[config.mk]
export PLATFORM = sky130hd
export DESIGN_NAME = timed_lamp_with_fade_core
export DESIGN_NICKNAME = d
export VERILOG_FILES = /design/src/hdl/tlf_pkg.sv /design/src/hdl/tlf_cfg.sv /design/src/hdl/tlf_div.sv /design/src/hdl/timed_lamp_with_fade_core.sv
export SDC_FILE = /design/constraint.sdc
export NUM_CORES = 1
export LEC_CHECK = 0
export ABC_AREA = 1
export BUFFER_PORTS_ARGS = -buffer_cell sky130_fd_sc_hd__buf_4
export CORE_MARGIN = 3
export CORE_UTILIZATION = 35
export CTS_CLUSTER_SIZE = 14
export DETAILED_ROUTE_END_ITERATION = 6
export GPL_ROUTABILITY_DRIVEN = 0
export PLACE_DENSITY_LB_ADDON = 0.2
export SYNTH_ARGS = -nofsm -noshare
export SYNTH_HDL_FRONTEND = slang
export SYNTH_SLANG_ARGS = --single-unit
[constraint.sdc]
create_clock -name clk -period 8.6 [get_ports clk]
set_clock_uncertainty 0.05 [all_clocks]
set_input_delay 0.43 -clock clk [delete_from_list [all_inputs] [get_ports clk]]
set_output_delay 0.43 -clock clk [all_outputs]
set_load 0.05 [all_outputs]
[src/hdl/tlf_pkg.sv]
// ----------------------------------------------------------------------------
// Timed lamp with fade: shared package
// Types, codes and small arithmetic helpers used by the lamp controller.
// ----------------------------------------------------------------------------
package tlf_pkg;

  // Default timer constants, overridable on the top level.
  localparam int unsigned MS_PER_MINUTE_DEF = 60000;
  localparam int unsigned SHORT_HOLD_MS_DEF = 10000;

  // Field widths.
  localparam int unsigned OPCODE_W  = 3;
  localparam int unsigned TIME_W    = 32;
  localparam int unsigned PHASE_W   = 3;
  localparam int unsigned MINUTES_W = 12;
  localparam int unsigned LEVEL_W   = 8;
  localparam int unsigned EVENT_W   = 2;

  // Divider for the fade ratio: 255 * 32-bit numerator over a 32-bit span.
  localparam int unsigned DIV_NUM_W = TIME_W + LEVEL_W;
  localparam int unsigned DIV_Q_W   = LEVEL_W;
  localparam int unsigned DIV_CNT_W = $clog2(DIV_Q_W);

  // Configuration port.
  localparam int unsigned CFG_ADDR_W = 4;
  localparam int unsigned CFG_DATA_W = 32;
  localparam int unsigned REG_IDX_W  = 2;

  localparam logic [REG_IDX_W-1:0] REG_WARM_RED   = 2'd0;
  localparam logic [REG_IDX_W-1:0] REG_WARM_GREEN = 2'd1;
  localparam logic [REG_IDX_W-1:0] REG_WARM_BLUE  = 2'd2;

  localparam logic [LEVEL_W-1:0] WARM_RED_RST   = 8'd255;
  localparam logic [LEVEL_W-1:0] WARM_GREEN_RST = 8'd180;
  localparam logic [LEVEL_W-1:0] WARM_BLUE_RST  = 8'd60;
  localparam logic [LEVEL_W-1:0] LEVEL_FULL     = 8'd255;

  // Opcodes.
  localparam logic [OPCODE_W-1:0] OP_TICK      = 3'd0;
  localparam logic [OPCODE_W-1:0] OP_SET_PHASE = 3'd1;
  localparam logic [OPCODE_W-1:0] OP_EXTEND    = 3'd2;
  localparam logic [OPCODE_W-1:0] OP_RESTART   = 3'd3;
  localparam logic [OPCODE_W-1:0] OP_RED_TEST  = 3'd4;
  localparam logic [OPCODE_W-1:0] OP_MANUAL    = 3'd5;
  localparam logic [OPCODE_W-1:0] OP_LAMP_OFF  = 3'd6;
  localparam logic [OPCODE_W-1:0] OP_FADE      = 3'd7;

  // Lamp phases.
  localparam logic [PHASE_W-1:0] PH_OFF        = 3'd0;
  localparam logic [PHASE_W-1:0] PH_POST_OPEN  = 3'd2;
  localparam logic [PHASE_W-1:0] PH_POST_CLOSE = 3'd4;
  localparam logic [PHASE_W-1:0] PH_LAST       = 3'd4;

  // Phase-ended events.
  localparam logic [EVENT_W-1:0] EV_NONE       = 2'd0;
  localparam logic [EVENT_W-1:0] EV_POST_OPEN  = 2'd1;
  localparam logic [EVENT_W-1:0] EV_POST_CLOSE = 2'd2;

  // Colour channel indexes.
  localparam logic [1:0] CH_RED   = 2'd0;
  localparam logic [1:0] CH_GREEN = 2'd1;
  localparam logic [1:0] CH_BLUE  = 2'd2;

  typedef struct packed {
    logic [LEVEL_W-1:0] red;
    logic [LEVEL_W-1:0] green;
    logic [LEVEL_W-1:0] blue;
  } warm_t;

  typedef enum logic [2:0] {
    ST_IDLE,
    ST_EXEC,
    ST_FADE,
    ST_DIV,
    ST_SCALE,
    ST_PUSH
  } state_t;

  // Exact floor(x / 255) for any product of two 8-bit values.
  function automatic logic [LEVEL_W-1:0] div255(input logic [2*LEVEL_W-1:0] x);
    logic [2*LEVEL_W:0] t;
    t = 17'(x) + 17'(x[2*LEVEL_W-1:LEVEL_W]) + 17'd1;
    return t[2*LEVEL_W-1:LEVEL_W];
  endfunction

endpackage

[src/hdl/tlf_cfg.sv]
// ----------------------------------------------------------------------------
// Timed lamp with fade: configuration registers
// APB-style register file holding the warm-white colour levels.
// ----------------------------------------------------------------------------
module tlf_cfg (
  input  logic                               clk,
  input  logic                               rst_n,
  input  logic                               psel,
  input  logic                               penable,
  input  logic                               pwrite,
  input  logic [tlf_pkg::CFG_ADDR_W-1:0]     paddr,
  input  logic [tlf_pkg::CFG_DATA_W-1:0]     pwdata,
  output logic [tlf_pkg::CFG_DATA_W-1:0]     prdata,
  output logic                               pready,
  output tlf_pkg::warm_t                     warm
);

  tlf_pkg::warm_t                    warm_r;
  tlf_pkg::warm_t                    warm_nxt;
  logic [tlf_pkg::REG_IDX_W-1:0]     reg_idx;
  logic                              wr_en;

  assign reg_idx = paddr[tlf_pkg::CFG_ADDR_W-1:2];
  assign wr_en   = psel && penable && pwrite;
  assign pready  = 1'b1;
  assign warm    = warm_r;

  always_comb begin
    warm_nxt = warm_r;
    if (wr_en) begin
      case (reg_idx)
        tlf_pkg::REG_WARM_RED:   warm_nxt.red   = pwdata[tlf_pkg::LEVEL_W-1:0];
        tlf_pkg::REG_WARM_GREEN: warm_nxt.green = pwdata[tlf_pkg::LEVEL_W-1:0];
        tlf_pkg::REG_WARM_BLUE:  warm_nxt.blue  = pwdata[tlf_pkg::LEVEL_W-1:0];
        default:                 warm_nxt       = warm_r;
      endcase
    end
  end

  always_comb begin
    case (reg_idx)
      tlf_pkg::REG_WARM_RED:   prdata = 32'(warm_r.red);
      tlf_pkg::REG_WARM_GREEN: prdata = 32'(warm_r.green);
      tlf_pkg::REG_WARM_BLUE:  prdata = 32'(warm_r.blue);
      default:                 prdata = '0;
    endcase
  end

  always_ff @(posedge clk) begin
    if (!rst_n) begin
      warm_r.red   <= tlf_pkg::WARM_RED_RST;
      warm_r.green <= tlf_pkg::WARM_GREEN_RST;
      warm_r.blue  <= tlf_pkg::WARM_BLUE_RST;
    end else begin
      warm_r <= warm_nxt;
    end
  end

endmodule

[src/hdl/tlf_div.sv]
// ----------------------------------------------------------------------------
// Timed lamp with fade: fade ratio divider
// Restoring divider, one quotient bit per cycle, for a quotient below 256.
// ----------------------------------------------------------------------------
module tlf_div (
  input  logic                              clk,
  input  logic                              rst_n,
  input  logic                              start,
  input  logic [tlf_pkg::DIV_NUM_W-1:0]     num,
  input  logic [tlf_pkg::TIME_W-1:0]        den,
  output logic                              done,
  output logic [tlf_pkg::DIV_Q_W-1:0]       quot
);

  logic [tlf_pkg::DIV_NUM_W-1:0]  rem_r, rem_nxt;
  logic [tlf_pkg::DIV_NUM_W-1:0]  dsh_r, dsh_nxt;
  logic [tlf_pkg::DIV_Q_W-1:0]    quot_r, quot_nxt;
  logic [tlf_pkg::DIV_CNT_W-1:0]  step_r, step_nxt;
  logic                           busy_r, busy_nxt;
  logic                           done_r, done_nxt;
  logic                           fits;

  // The caller guarantees num < 256 * den, so eight quotient bits suffice.
  assign fits = (rem_r >= dsh_r);

  always_comb begin
    rem_nxt  = rem_r;
    dsh_nxt  = dsh_r;
    quot_nxt = quot_r;
    step_nxt = step_r;
    busy_nxt = busy_r;
    done_nxt = 1'b0;
    if (start) begin
      rem_nxt  = num;
      dsh_nxt  = tlf_pkg::DIV_NUM_W'(den) << (tlf_pkg::DIV_Q_W - 1);
      quot_nxt = '0;
      step_nxt = tlf_pkg::DIV_CNT_W'(tlf_pkg::DIV_Q_W - 1);
      busy_nxt = 1'b1;
    end else if (busy_r) begin
      if (fits) begin
        rem_nxt = rem_r - dsh_r;
      end
      quot_nxt = {quot_r[tlf_pkg::DIV_Q_W-2:0], fits};
      dsh_nxt  = dsh_r >> 1;
      step_nxt = step_r - 1'b1;
      if (step_r == '0) begin
        busy_nxt = 1'b0;
        done_nxt = 1'b1;
      end
    end
  end

  always_ff @(posedge clk) begin
    if (!rst_n) begin
      busy_r <= 1'b0;
      done_r <= 1'b0;
      step_r <= '0;
    end else begin
      busy_r <= busy_nxt;
      done_r <= done_nxt;
      step_r <= step_nxt;
    end
    rem_r  <= rem_nxt;
    dsh_r  <= dsh_nxt;
    quot_r <= quot_nxt;
  end

  assign done = done_r;
  assign quot = quot_r;

endmodule

[src/hdl/timed_lamp_with_fade_core.sv]
// ----------------------------------------------------------------------------
// Timed lamp with fade: top level
// Lamp phase timer, red test and manual hold, relay and colour control with
// a linear fade, run by a small sequencer around a shared divider and a
// shared 8x8 multiplier.
// ----------------------------------------------------------------------------
// Sequence: commands pass EXEC and PUSH; plain ticks also pass FADE, and a
//   tick that scales the colours waits in DIV for the divider (skipped for
//   a zero span), then runs SCALE once per channel on the multiplier.
// Throughput: one item at a time; the next item is taken in the cycle after
//   the result is handed to the output register, even if it still waits.
// Reset: synchronous, active low; lamp state, timers and colours clear,
//   warm colour registers return to 255/180/60.
module timed_lamp_with_fade_core #(
  parameter int unsigned MS_PER_MINUTE = tlf_pkg::MS_PER_MINUTE_DEF,
  parameter int unsigned SHORT_HOLD_MS = tlf_pkg::SHORT_HOLD_MS_DEF
) (
  input  logic                              clk,
  input  logic                              rst_n,
  // Input channel
  input  logic                              in_valid,
  output logic                              in_stall,
  input  logic [tlf_pkg::OPCODE_W-1:0]      in_opcode,
  input  logic [tlf_pkg::TIME_W-1:0]        in_now_ms,
  input  logic [tlf_pkg::PHASE_W-1:0]       in_phase_value,
  input  logic [tlf_pkg::MINUTES_W-1:0]     in_minutes,
  input  logic                              in_flag,
  input  logic [tlf_pkg::TIME_W-1:0]        in_fade_start,
  input  logic [tlf_pkg::TIME_W-1:0]        in_fade_end,
  // Result channel
  output logic                              out_valid,
  input  logic                              out_stall,
  output logic                              out_relay,
  output logic [tlf_pkg::LEVEL_W-1:0]       out_red_level,
  output logic [tlf_pkg::LEVEL_W-1:0]       out_green_level,
  output logic [tlf_pkg::LEVEL_W-1:0]       out_blue_level,
  output logic [tlf_pkg::PHASE_W-1:0]       out_phase_now,
  output logic [tlf_pkg::EVENT_W-1:0]       out_ended_event,
  // Configuration port
  input  logic                              psel,
  input  logic                              penable,
  input  logic                              pwrite,
  input  logic [tlf_pkg::CFG_ADDR_W-1:0]    paddr,
  input  logic [tlf_pkg::CFG_DATA_W-1:0]    pwdata,
  output logic [tlf_pkg::CFG_DATA_W-1:0]    prdata,
  output logic                              pready
);

  localparam int unsigned HOLD_PROD_W = tlf_pkg::MINUTES_W + tlf_pkg::TIME_W;

  tlf_pkg::state_t state_r, state_nxt;
  tlf_pkg::warm_t  warm;

  // Captured item.
  logic [tlf_pkg::OPCODE_W-1:0]   op_r;
  logic [tlf_pkg::TIME_W-1:0]     now_r;
  logic [tlf_pkg::PHASE_W-1:0]    phase_val_r;
  logic [tlf_pkg::MINUTES_W-1:0]  minutes_r;
  logic                           flag_r;
  logic [tlf_pkg::TIME_W-1:0]     fstart_r;
  logic [tlf_pkg::TIME_W-1:0]     fend_r;

  // Lamp state.
  logic [tlf_pkg::PHASE_W-1:0]    phase_r, phase_nxt;
  logic [tlf_pkg::TIME_W-1:0]     deadline_r, deadline_nxt;
  logic                           lamp_active_r, lamp_active_nxt;
  logic                           manual_r, manual_nxt;
  logic                           red_test_r, red_test_nxt;
  logic                           fade_active_r, fade_active_nxt;
  logic [tlf_pkg::TIME_W-1:0]     fbegin_r, fbegin_nxt;
  logic [tlf_pkg::TIME_W-1:0]     ffinish_r, ffinish_nxt;
  logic                           relay_r, relay_nxt;
  logic [tlf_pkg::LEVEL_W-1:0]    colour_r [3];
  logic [tlf_pkg::LEVEL_W-1:0]    colour_nxt [3];
  logic [tlf_pkg::EVENT_W-1:0]    ended_r, ended_nxt;
  logic [tlf_pkg::LEVEL_W-1:0]    bright_r, bright_nxt;
  logic [1:0]                     ch_r, ch_nxt;

  // Result register.
  logic                           out_valid_r, out_valid_nxt;
  logic                           o_relay_r, o_relay_nxt;
  logic [tlf_pkg::LEVEL_W-1:0]    o_red_r, o_red_nxt;
  logic [tlf_pkg::LEVEL_W-1:0]    o_green_r, o_green_nxt;
  logic [tlf_pkg::LEVEL_W-1:0]    o_blue_r, o_blue_nxt;
  logic [tlf_pkg::PHASE_W-1:0]    o_phase_r, o_phase_nxt;
  logic [tlf_pkg::EVENT_W-1:0]    o_event_r, o_event_nxt;

  // Datapath.
  logic                           in_take;
  logic                           out_free;
  logic [HOLD_PROD_W-1:0]         hold_prod;
  logic [tlf_pkg::TIME_W-1:0]     hold_len;
  logic [tlf_pkg::TIME_W-1:0]     span;
  logic [tlf_pkg::TIME_W-1:0]     remain;
  logic [tlf_pkg::DIV_NUM_W-1:0]  div_num;
  logic                           fade_run;
  logic                           in_window;
  logic                           div_start;
  logic                           div_done;
  logic [tlf_pkg::DIV_Q_W-1:0]    div_quot;
  logic [tlf_pkg::LEVEL_W-1:0]    warm_sel;
  logic [2*tlf_pkg::LEVEL_W-1:0]  scale_prod;

  tlf_cfg u_cfg (
    .clk     (clk),
    .rst_n   (rst_n),
    .psel    (psel),
    .penable (penable),
    .pwrite  (pwrite),
    .paddr   (paddr),
    .pwdata  (pwdata),
    .prdata  (prdata),
    .pready  (pready),
    .warm    (warm)
  );

  tlf_div u_div (
    .clk   (clk),
    .rst_n (rst_n),
    .start (div_start),
    .num   (div_num),
    .den   (span),
    .done  (div_done),
    .quot  (div_quot)
  );

  assign in_stall = (state_r != tlf_pkg::ST_IDLE);
  assign in_take  = in_valid && !in_stall;
  assign out_free = !out_valid_r || !out_stall;

  assign hold_prod = HOLD_PROD_W'(minutes_r) * HOLD_PROD_W'(MS_PER_MINUTE);
  assign hold_len  = (minutes_r == '0) ? tlf_pkg::TIME_W'(SHORT_HOLD_MS)
                                       : hold_prod[tlf_pkg::TIME_W-1:0];

  assign span      = ffinish_r - fbegin_r;
  assign remain    = ffinish_r - now_r;
  // 255 * remain, as (remain << 8) - remain.
  assign div_num   = {remain, 8'd0} - tlf_pkg::DIV_NUM_W'(remain);
  assign fade_run  = fade_active_r && lamp_active_r;
  assign in_window = (now_r >= fbegin_r) && (now_r <= ffinish_r);
  assign div_start = (state_r == tlf_pkg::ST_FADE) && fade_run && in_window
                     && (span != '0);

  always_comb begin
    case (ch_r)
      tlf_pkg::CH_RED:   warm_sel = warm.red;
      tlf_pkg::CH_GREEN: warm_sel = warm.green;
      default:           warm_sel = warm.blue;
    endcase
  end

  assign scale_prod = warm_sel * bright_r;

  // Next state.
  always_comb begin
    state_nxt = state_r;
    case (state_r)
      tlf_pkg::ST_IDLE: begin
        if (in_take) begin
          state_nxt = tlf_pkg::ST_EXEC;
        end
      end
      tlf_pkg::ST_EXEC: begin
        state_nxt = (op_r == tlf_pkg::OP_TICK) ? tlf_pkg::ST_FADE : tlf_pkg::ST_PUSH;
      end
      tlf_pkg::ST_FADE: begin
        if (fade_run && in_window) begin
          state_nxt = (span == '0) ? tlf_pkg::ST_SCALE : tlf_pkg::ST_DIV;
        end else begin
          state_nxt = tlf_pkg::ST_PUSH;
        end
      end
      tlf_pkg::ST_DIV: begin
        if (div_done) begin
          state_nxt = tlf_pkg::ST_SCALE;
        end
      end
      tlf_pkg::ST_SCALE: begin
        if (ch_r == tlf_pkg::CH_BLUE) begin
          state_nxt = tlf_pkg::ST_PUSH;
        end
      end
      tlf_pkg::ST_PUSH: begin
        if (out_free) begin
          state_nxt = tlf_pkg::ST_IDLE;
        end
      end
      default: state_nxt = tlf_pkg::ST_IDLE;
    endcase
  end

  // Datapath and outputs.
  always_comb begin
    phase_nxt       = phase_r;
    deadline_nxt    = deadline_r;
    lamp_active_nxt = lamp_active_r;
    manual_nxt      = manual_r;
    red_test_nxt    = red_test_r;
    fade_active_nxt = fade_active_r;
    fbegin_nxt      = fbegin_r;
    ffinish_nxt     = ffinish_r;
    relay_nxt       = relay_r;
    colour_nxt      = colour_r;
    ended_nxt       = ended_r;
    bright_nxt      = bright_r;
    ch_nxt          = ch_r;
    out_valid_nxt   = out_valid_r && out_stall;
    o_relay_nxt     = o_relay_r;
    o_red_nxt       = o_red_r;
    o_green_nxt     = o_green_r;
    o_blue_nxt      = o_blue_r;
    o_phase_nxt     = o_phase_r;
    o_event_nxt     = o_event_r;

    case (state_r)
      tlf_pkg::ST_EXEC: begin
        ended_nxt = tlf_pkg::EV_NONE;
        case (op_r)
          tlf_pkg::OP_TICK: begin
            if (!red_test_r && !manual_r) begin
              if (phase_r == tlf_pkg::PH_OFF) begin
                if (lamp_active_r) begin
                  relay_nxt       = 1'b0;
                  colour_nxt      = '{default: '0};
                  fade_active_nxt = 1'b0;
                  lamp_active_nxt = 1'b0;
                end
              end else begin
                if (!lamp_active_r) begin
                  relay_nxt       = 1'b1;
                  colour_nxt[0]   = warm.red;
                  colour_nxt[1]   = warm.green;
                  colour_nxt[2]   = warm.blue;
                  lamp_active_nxt = 1'b1;
                end
                if (now_r >= deadline_r) begin
                  if (phase_r == tlf_pkg::PH_POST_OPEN) begin
                    ended_nxt = tlf_pkg::EV_POST_OPEN;
                  end else if (phase_r == tlf_pkg::PH_POST_CLOSE) begin
                    ended_nxt = tlf_pkg::EV_POST_CLOSE;
                  end
                  phase_nxt = tlf_pkg::PH_OFF;
                end
              end
            end
          end
          tlf_pkg::OP_SET_PHASE: begin
            if (phase_val_r <= tlf_pkg::PH_LAST) begin
              phase_nxt = phase_val_r;
            end
          end
          tlf_pkg::OP_EXTEND: begin
            if (deadline_r > now_r) begin
              deadline_nxt = deadline_r + hold_len;
            end else begin
              deadline_nxt = now_r + hold_len;
            end
          end
          tlf_pkg::OP_RESTART: begin
            deadline_nxt = now_r + hold_len;
          end
          tlf_pkg::OP_RED_TEST: begin
            red_test_nxt  = flag_r;
            colour_nxt    = '{default: '0};
            colour_nxt[0] = flag_r ? tlf_pkg::LEVEL_FULL : '0;
          end
          tlf_pkg::OP_MANUAL: begin
            manual_nxt = flag_r;
          end
          tlf_pkg::OP_LAMP_OFF: begin
            relay_nxt       = 1'b0;
            colour_nxt      = '{default: '0};
            fade_active_nxt = 1'b0;
            phase_nxt       = tlf_pkg::PH_OFF;
          end
          default: begin
            fade_active_nxt = 1'b1;
            fbegin_nxt      = fstart_r;
            ffinish_nxt     = fend_r;
          end
        endcase
      end
      tlf_pkg::ST_FADE: begin
        ch_nxt     = tlf_pkg::CH_RED;
        bright_nxt = tlf_pkg::LEVEL_FULL;
        if (fade_run && (now_r > ffinish_r)) begin
          fade_active_nxt = 1'b0;
        end
      end
      tlf_pkg::ST_DIV: begin
        if (div_done) begin
          bright_nxt = div_quot;
        end
      end
      tlf_pkg::ST_SCALE: begin
        colour_nxt[ch_r] = tlf_pkg::div255(scale_prod);
        ch_nxt           = ch_r + 1'b1;
      end
      tlf_pkg::ST_PUSH: begin
        if (out_free) begin
          out_valid_nxt = 1'b1;
          o_relay_nxt   = relay_r;
          o_red_nxt     = colour_r[0];
          o_green_nxt   = colour_r[1];
          o_blue_nxt    = colour_r[2];
          o_phase_nxt   = phase_r;
          o_event_nxt   = ended_r;
        end
      end
      default: begin
        ch_nxt = ch_r;
      end
    endcase
  end

  always_ff @(posedge clk) begin
    if (!rst_n) begin
      state_r       <= tlf_pkg::ST_IDLE;
      phase_r       <= tlf_pkg::PH_OFF;
      deadline_r    <= '0;
      lamp_active_r <= 1'b0;
      manual_r      <= 1'b0;
      red_test_r    <= 1'b0;
      fade_active_r <= 1'b0;
      fbegin_r      <= '0;
      ffinish_r     <= '0;
      relay_r       <= 1'b0;
      colour_r      <= '{default: '0};
      ended_r       <= tlf_pkg::EV_NONE;
      ch_r          <= tlf_pkg::CH_RED;
      out_valid_r   <= 1'b0;
    end else begin
      state_r       <= state_nxt;
      phase_r       <= phase_nxt;
      deadline_r    <= deadline_nxt;
      lamp_active_r <= lamp_active_nxt;
      manual_r      <= manual_nxt;
      red_test_r    <= red_test_nxt;
      fade_active_r <= fade_active_nxt;
      fbegin_r      <= fbegin_nxt;
      ffinish_r     <= ffinish_nxt;
      relay_r       <= relay_nxt;
      colour_r      <= colour_nxt;
      ended_r       <= ended_nxt;
      ch_r          <= ch_nxt;
      out_valid_r   <= out_valid_nxt;
    end
    bright_r  <= bright_nxt;
    o_relay_r <= o_relay_nxt;
    o_red_r   <= o_red_nxt;
    o_green_r <= o_green_nxt;
    o_blue_r  <= o_blue_nxt;
    o_phase_r <= o_phase_nxt;
    o_event_r <= o_event_nxt;
    if (in_take) begin
      op_r        <= in_opcode;
      now_r       <= in_now_ms;
      phase_val_r <= in_phase_value;
      minutes_r   <= in_minutes;
      flag_r      <= in_flag;
      fstart_r    <= in_fade_start;
      fend_r      <= in_fade_end;
    end
  end

  assign out_valid       = out_valid_r;
  assign out_relay       = o_relay_r;
  assign out_red_level   = o_red_r;
  assign out_green_level = o_green_r;
  assign out_blue_level  = o_blue_r;
  assign out_phase_now   = o_phase_r;
  assign out_ended_event = o_event_r;

  // An accepted item keeps the input side closed for at least the next cycle.
  a_busy_after_take: assert property (@(posedge clk) disable iff (!rst_n)
    in_take |=> in_stall)
    else $error("input taken while an item is in progress");

  // A new result only comes out of the hand-off state.
  a_result_from_push: assert property (@(posedge clk) disable iff (!rst_n)
    $rose(out_valid) |-> $past(state_r == tlf_pkg::ST_PUSH))
    else $error("result appeared outside the hand-off state");

  // The divider only finishes while the sequencer waits for it.
  a_div_done_in_div: assert property (@(posedge clk) disable iff (!rst_n)
    div_done |-> (state_r == tlf_pkg::ST_DIV))
    else $error("divider finished outside its wait state");

  // While a result is valid, the reported phase never exceeds the last defined phase.
  a_phase_range: assert property (@(posedge clk) disable iff (!rst_n)
    out_valid |-> (out_phase_now <= tlf_pkg::PH_LAST))
    else $error("reported phase out of range");

endmodule
==> results of run 1 <==
[worst register-to-register path, delay by kind of cell, from the launching register on]
| family | cells | cell delay (ns) |
|---|---|---|
| AO/OA/AOI/OAI | 4 | 0.63 |
| adder cells (fa/ha/maj) | 7 | 3.25 |
| buffers and inverters | 5 | 0.34 |
| flip-flops | 1 | 0.56 |
| AND/OR/NAND/NOR | 17 | 2.24 |
[placed cells by master, fill, tap and decap left out, types with 12 or more instances in the layout]
master	count
conb_1	25
edfxtp_1	225
o31ai_2	13
nand2_2	12
dfxtp_1	179
ha_1	359
xor2_1	119
a31oi_1	47
a21oi_1	406
nand2_1	739
nand3_1	178
xnor2_1	55
clkbuf_16	52
o21ai_0	293
a21o_1	26
o221ai_1	14
o21ai_1	19
dlygate4sd3_1	123
inv_1	657
o211ai_1	29
nor3_1	38
o21bai_1	12
nor2_1	407
buf_4	189
nand4_1	41
a211oi_2	14
fa_1	81
[sequential cells by signal (all words and copies together) (netlist names), 3 cells and up]
name	flops
u_div.rem_r	40
u_div.dsh_r	39
deadline_r	32
fbegin_r	32
fend_r	32
ffinish_r	32
fstart_r	32
now_r	32
colour_r	24
u_cfg.warm	24
minutes_r	12
bright_r	8
out_blue_level	8
out_green_level	8
out_red_level	8
u_div.quot	8
op_r	3
out_phase_now	3
phase_r	3
phase_val_r	3
state_r	3
u_div.step_r	3
[repair_timing]
action	CTS	global route
endpoints found under the setup margin	0	0
hold buffers	123	0
hold endpoints to repair	134	0
[cells by family after synthesis]
logic type | synth area share (%)
AO/OA/AOI/OAI | 16.7
XOR/XNOR | 4.69
adder cells (fa/ha/maj) | 18.8
buffers and inverters | 9.36
flip-flops | 31.9
multiplexers | 0.0308
other | 0.0231
AND/OR/NAND/NOR | 18.5
[final timing paths]
path / cells after the start / startpoint / slack (ns) / to
hold / removal: 3 / out_stall / 0.08 / out_valid
setup / recovery: 33 / minutes_r[4] / 1.42 / deadline_r[29]
hold reg to reg: 0 / colour_r[13] / 0.38 / out_green_level[5]
setup reg to reg: 33 / minutes_r[4] / 1.42 / deadline_r[29]
[area by class of cell]
type,count,area (um^2)
Multi-Input combinational cell,3041,19200
Clock buffer,62,1360
Fill cell,9446,53800
Tap cell,1243,1560
Inverter,666,2500
Sequential cell,405,10400
Timing Repair Buffer,312,2650
Clock inverter,36,417
[through the flow]
| stage | instances | util [%] | setup slack, ns | cell area, um^2 |
|---|---|---|---|---|
| 6_report | 5765 | 41.4 | 1.42 | 38000 |
| 3_3_place_gp | 5544 | 38.2 | 1.57 | 35000 |
| 4_1_cts | 5765 | 41.4 | 1.48 | 38000 |
| 5_1_grt | 5765 | 41.4 | 0.866 | 38000 |
| 3_5_place_dp | 5544 | 38.2 | 1.49 | 35000 |
| 2_1_floorplan | 4210 | - | 2.20 | 32600 |
[metal layers]
metal | share of wire, % | vias to the layer above
li1 | - | 14601
met3 | 5.6 | 151
met4 | 2.9 | 2
met5 | 0.0076 | -
met2 | 45 | 758
met1 | 47 | 13465
==> flow_metrics.py, run 1 <==
metrics = {
    "status": {
        "outcome": "finished, final reports clean",
    },
    "placed_design": {
        "hpwlAfterDp_um": 83500,
        "io_buffers": 171,
    },
    "worst_setup_path": {
        "cp-end-kind": "register",
        "crit_family": "adder cells",
        "path_common_cell": "nand2_1",
        "worstPathMaxFanout": 6,
        "crit_slowest_cell": "nor4_1",
        "timing_worst_setup_path_type": "register to register",
        "critPathMaxStageDelay_ns": 0.58,
        "startpoint_type": "register",
        "cp.arrival_ns": 7.68,
        "required_ns": 9.11,
        "path_buf_inv": 5,
    },
    "grt": {
        "grt_busiest_layer": "met2",
        "grt_pass1_wl_um": 162000,
        "first_global_vias": 28071,
        "grt_use_met1_pct": 29.5,
        "grt_antenna_before_repair": 2,
        "use_met3_pct": 3.38,
        "grt_util_all_layers_pct": 21.3,
        "grt.met2_usage_pct": 34.3,
        "gr-total-overflow": 0,
        "grt_max_degree": 80,
    },
    "logic_synthesis": {
        "synthFlopType": "edfxtp_1",
        "yosysSeqAreaShare_pct": 31.9,
        "postSynth.asyncResetShare_pct": 0,
        "yosysTopAreaCellShare_pct": 20.8,
        "synth_top_area_cell": "edfxtp_1",
        "synth_common_cells": "740 x nand2_1, 657 x inv_1, 408 x nor2_1, 407 x a21oi_1, 359 x ha_1",
        "synth.most_common_cell": "nand2_1",
        "ys_ff_latch": 405,
        "synth.distinct_cells": 61,
        "synth_area_leaders": "edfxtp_1 21%, ha_1 14%, dfxtp_1 11%",
        "synth_edf_count": 225,
        "avgSynthCellArea_um2": 7.76,
        "synth_area_mm2": 0.0325,
        "syn_inst": 4187,
        "ys_warn_count": 0,
    },
    "finish": {
        "drive_above_1_share_pct": 7.85,
        "fin_nets": 5076,
        "antenna_cells_inserted": 0,
        "area_growth_pct": 17.1,
    },
    "floorplan": {
        "io_pins": 223,
        "die_h_um": 311,
        "dieArea_mm2": 0.0965,
        "core_area_mm2": 0.0918,
        "initial_core_util_pct": 35.4,
        "die_x_um": 311,
        "rows": 111,
    },
    "detailed_routing": {
        "viasPerCell": 5.03,
        "wl_per_cell_um": 18.2,
        "routed_wl_um": 105000,
        "dr.pass1.iters": 6,
        "vias": 28977,
        "drtIter0Drc": 2142,
        "drc_errors": 0,
        "ant_nets": 0,
    },
    "cts": {
        "post_cts_buffers": 0,
        "h-tree-depth": 2,
        "cts_root_buf": "clkbuf_16",
        "clockBufferDepth": 3,
        "clock-sinks": 405,
        "cts_tree": "yes",
        "cts_resized": 0,
        "numCtsBuffers": 52,
        "clk_latency_ns": 0.66,
        "path_clk_slew_ns": 0.07,
    },
    "timing": {
        "slew_headroom_pct": 25.9,
        "period_needed_ns": 7.18,
        "finalHoldViolCount": 0,
        "final.period_utilization_pct": 83.5,
        "fmax_mhz": 139,
        "setup_viol_count_final": 0,
        "rsz0062_at_grt": "no",
        "whs_ns": 0.0764,
        "tns_ns": 0,
        "drv_slew": 0,
        "worst_slew_pin_slew_ns": 1.10,
    },
    "job": {
        "cap_violations": 0,
    },
    "hold_path": {
        "hold_path.class": "primary input to register",
    },
}
Power of run 1 is left out: the tool's default activity adds up to more than one toggle a clock period on the data nets, which glitch-free logic cannot reach.
==> run 2: changes to the inputs <==
==> constraint.sdc (replaced) <==
create_clock -name clk -period 6.1 [get_ports clk]
set_clock_uncertainty 0.05 [all_clocks]
set_input_delay 0.305 -clock clk [delete_from_list [all_inputs] [get_ports clk]]
set_output_delay 0.305 -clock clk [all_outputs]
set_load 0.05 [all_outputs]
==> flow_metrics.py, run 2 (same netlist as run 1, synthesis figures left out) <==
metrics = {
    "cts": {
        "clockBufferDepth": 3,
        "path_clk_slew_ns": 0.06,
        "clk_latency_ns": 0.65,
        "clock-sinks": 405,
        "cts_root_buf": "clkbuf_16",
        "numCtsBuffers": 50,
        "h-tree-depth": 2,
        "cts_tree": "yes",
    },
    "finish": {
        "multi_input_area_mm2": 0.0204,
        "final_common_cell": "nand2_1",
        "fillers": 9146,
        "antenna_cells_inserted": 0,
        "seq_area_mm2": 0.0104,
        "reg.largest.list": "u_div.rem_r: 40 flops, u_div.dsh_r: 39 flops",
        "largest_reg_flops": 40,
        "area_growth_pct": 25.9,
        "stdcell_count": 5971,
        "final_cell_mix": "696 x nand2_1, 630 x inv_1, 388 x nor2_1",
        "drive_above_1_share_pct": 16.8,
        "largest_register": "u_div.rem_r",
        "fin_nets": 5284,
    },
    "worst_setup_path": {
        "startpoint_type": "register",
        "r2r_cells": 33,
        "critPathMaxStageDelay_ns": 0.55,
        "timing_worst_setup_path_type": "register to register",
        "worstPathMaxFanout": 4,
        "crit_slowest_cell": "fa_2",
        "cp-end-kind": "register",
        "crit_cells": 33,
        "required_ns": 6.54,
        "cp.arrival_ns": 6.68,
        "crit_family": "adder cells",
        "path_buf_inv": 6,
    },
    "timing": {
        "worst_slew_pin_slew_ns": 1.23,
        "rsz0062_at_grt": "yes",
        "setup_viol_count_final": 14,
        "final.period_utilization_pct": 102,
        "slew_headroom_pct": 17.1,
        "drv_slew": 0,
        "whs_ns": 0.0745,
        "tns_ns": -0.820,
        "worst_slack_ns": -0.147,
        "fmax_mhz": 160,
        "period_needed_ns": 6.25,
        "finalHoldViolCount": 0,
    },
    "placed_design": {
        "io_buffers": 171,
        "hpwlAfterDp_um": 85500,
        "place_inst": 5703,
        "place_ws_ns": -0.291,
    },
    "grt": {
        "grt_max_degree": 81,
        "first_global_vias": 29023,
        "grt_util_all_layers_pct": 21.6,
        "gr-total-overflow": 0,
        "grt_antenna_before_repair": 1,
        "grt_pass1_wl_um": 165000,
    },
    "floorplan": {
        "initial_core_util_pct": 35.4,
        "die_x_um": 311,
        "die_h_um": 311,
        "rows": 111,
        "dieArea_mm2": 0.0965,
        "core_area_mm2": 0.0918,
        "io_pins": 223,
    },
    "hold_path": {
        "hold_path.class": "primary input to register",
        "hold_path_depth": 2,
    },
    "job": {
        "cap_violations": 0,
    },
    "detailed_routing": {
        "dr.pass1.iters": 6,
        "viasPerCell": 5.04,
        "vias": 30083,
        "ant_nets": 0,
        "wl_per_cell_um": 18.2,
        "drtIter0Drc": 2011,
        "routed_wl_um": 109000,
        "drc_errors": 0,
    },
    "status": {
        "outcome": "finished, violations left",
        "violations": "negative setup slack",
    },
}
## run 2: per-stage QoR
step	instance area [um^2]	utilization, %
final	40900	44.5
after global routing	40900	44.5
after CTS	39800	43.3
after detailed placement	36300	39.5
after global placement	36300	39.5
after floorplan	32600	-
## run 2: layer usage
layer	track usage, %	share of wire (%)
met5	0	0.014
met4	7.23	3.5
met3	3.33	6.0
met2	34.4	45
met1	30.0	46
## run 2: worst reg2reg max path, delay by kind of cell, from the launching register on
family          cells  cell delay, ns
flops               1            0.40
xor+xnor            1            0.13
compound gates      7            0.74
buf+inv             6            0.51
simple gates       12            1.19
fa+ha+maj           7            3.11
## run 2: cell type report
class	instances	share of cell area [%]
clock inverters	26	0.682
clock buffers	68	3.55
inverters	666	6.15
multi-input cells	3041	49.8
repair buffers	522	10.6
well taps	1243	3.80
flip-flops and latches	405	25.3
## run 2: final timing paths
kind	to	from	slack [ns]
worst max-delay path	deadline_r[28]	minutes_r[1]	-0.15
worst min-delay path	u_cfg.warm[2]	rst_n	0.07
worst max register to register	deadline_r[28]	minutes_r[1]	-0.15
worst min register to register	out_red_level[6]	colour_r[22]	0.38
## run 2: what timing repair did
action                     in CTS  in global routing
hold buffers                  124                  0
cloned                          0                  0
resized for setup              84                223
pin swaps                      32                119
setup endpoints to repair      34                 37
hold endpoints to repair      140                  0
buffers inserted               24                 28
Power of run 2 is left out for the same reason.
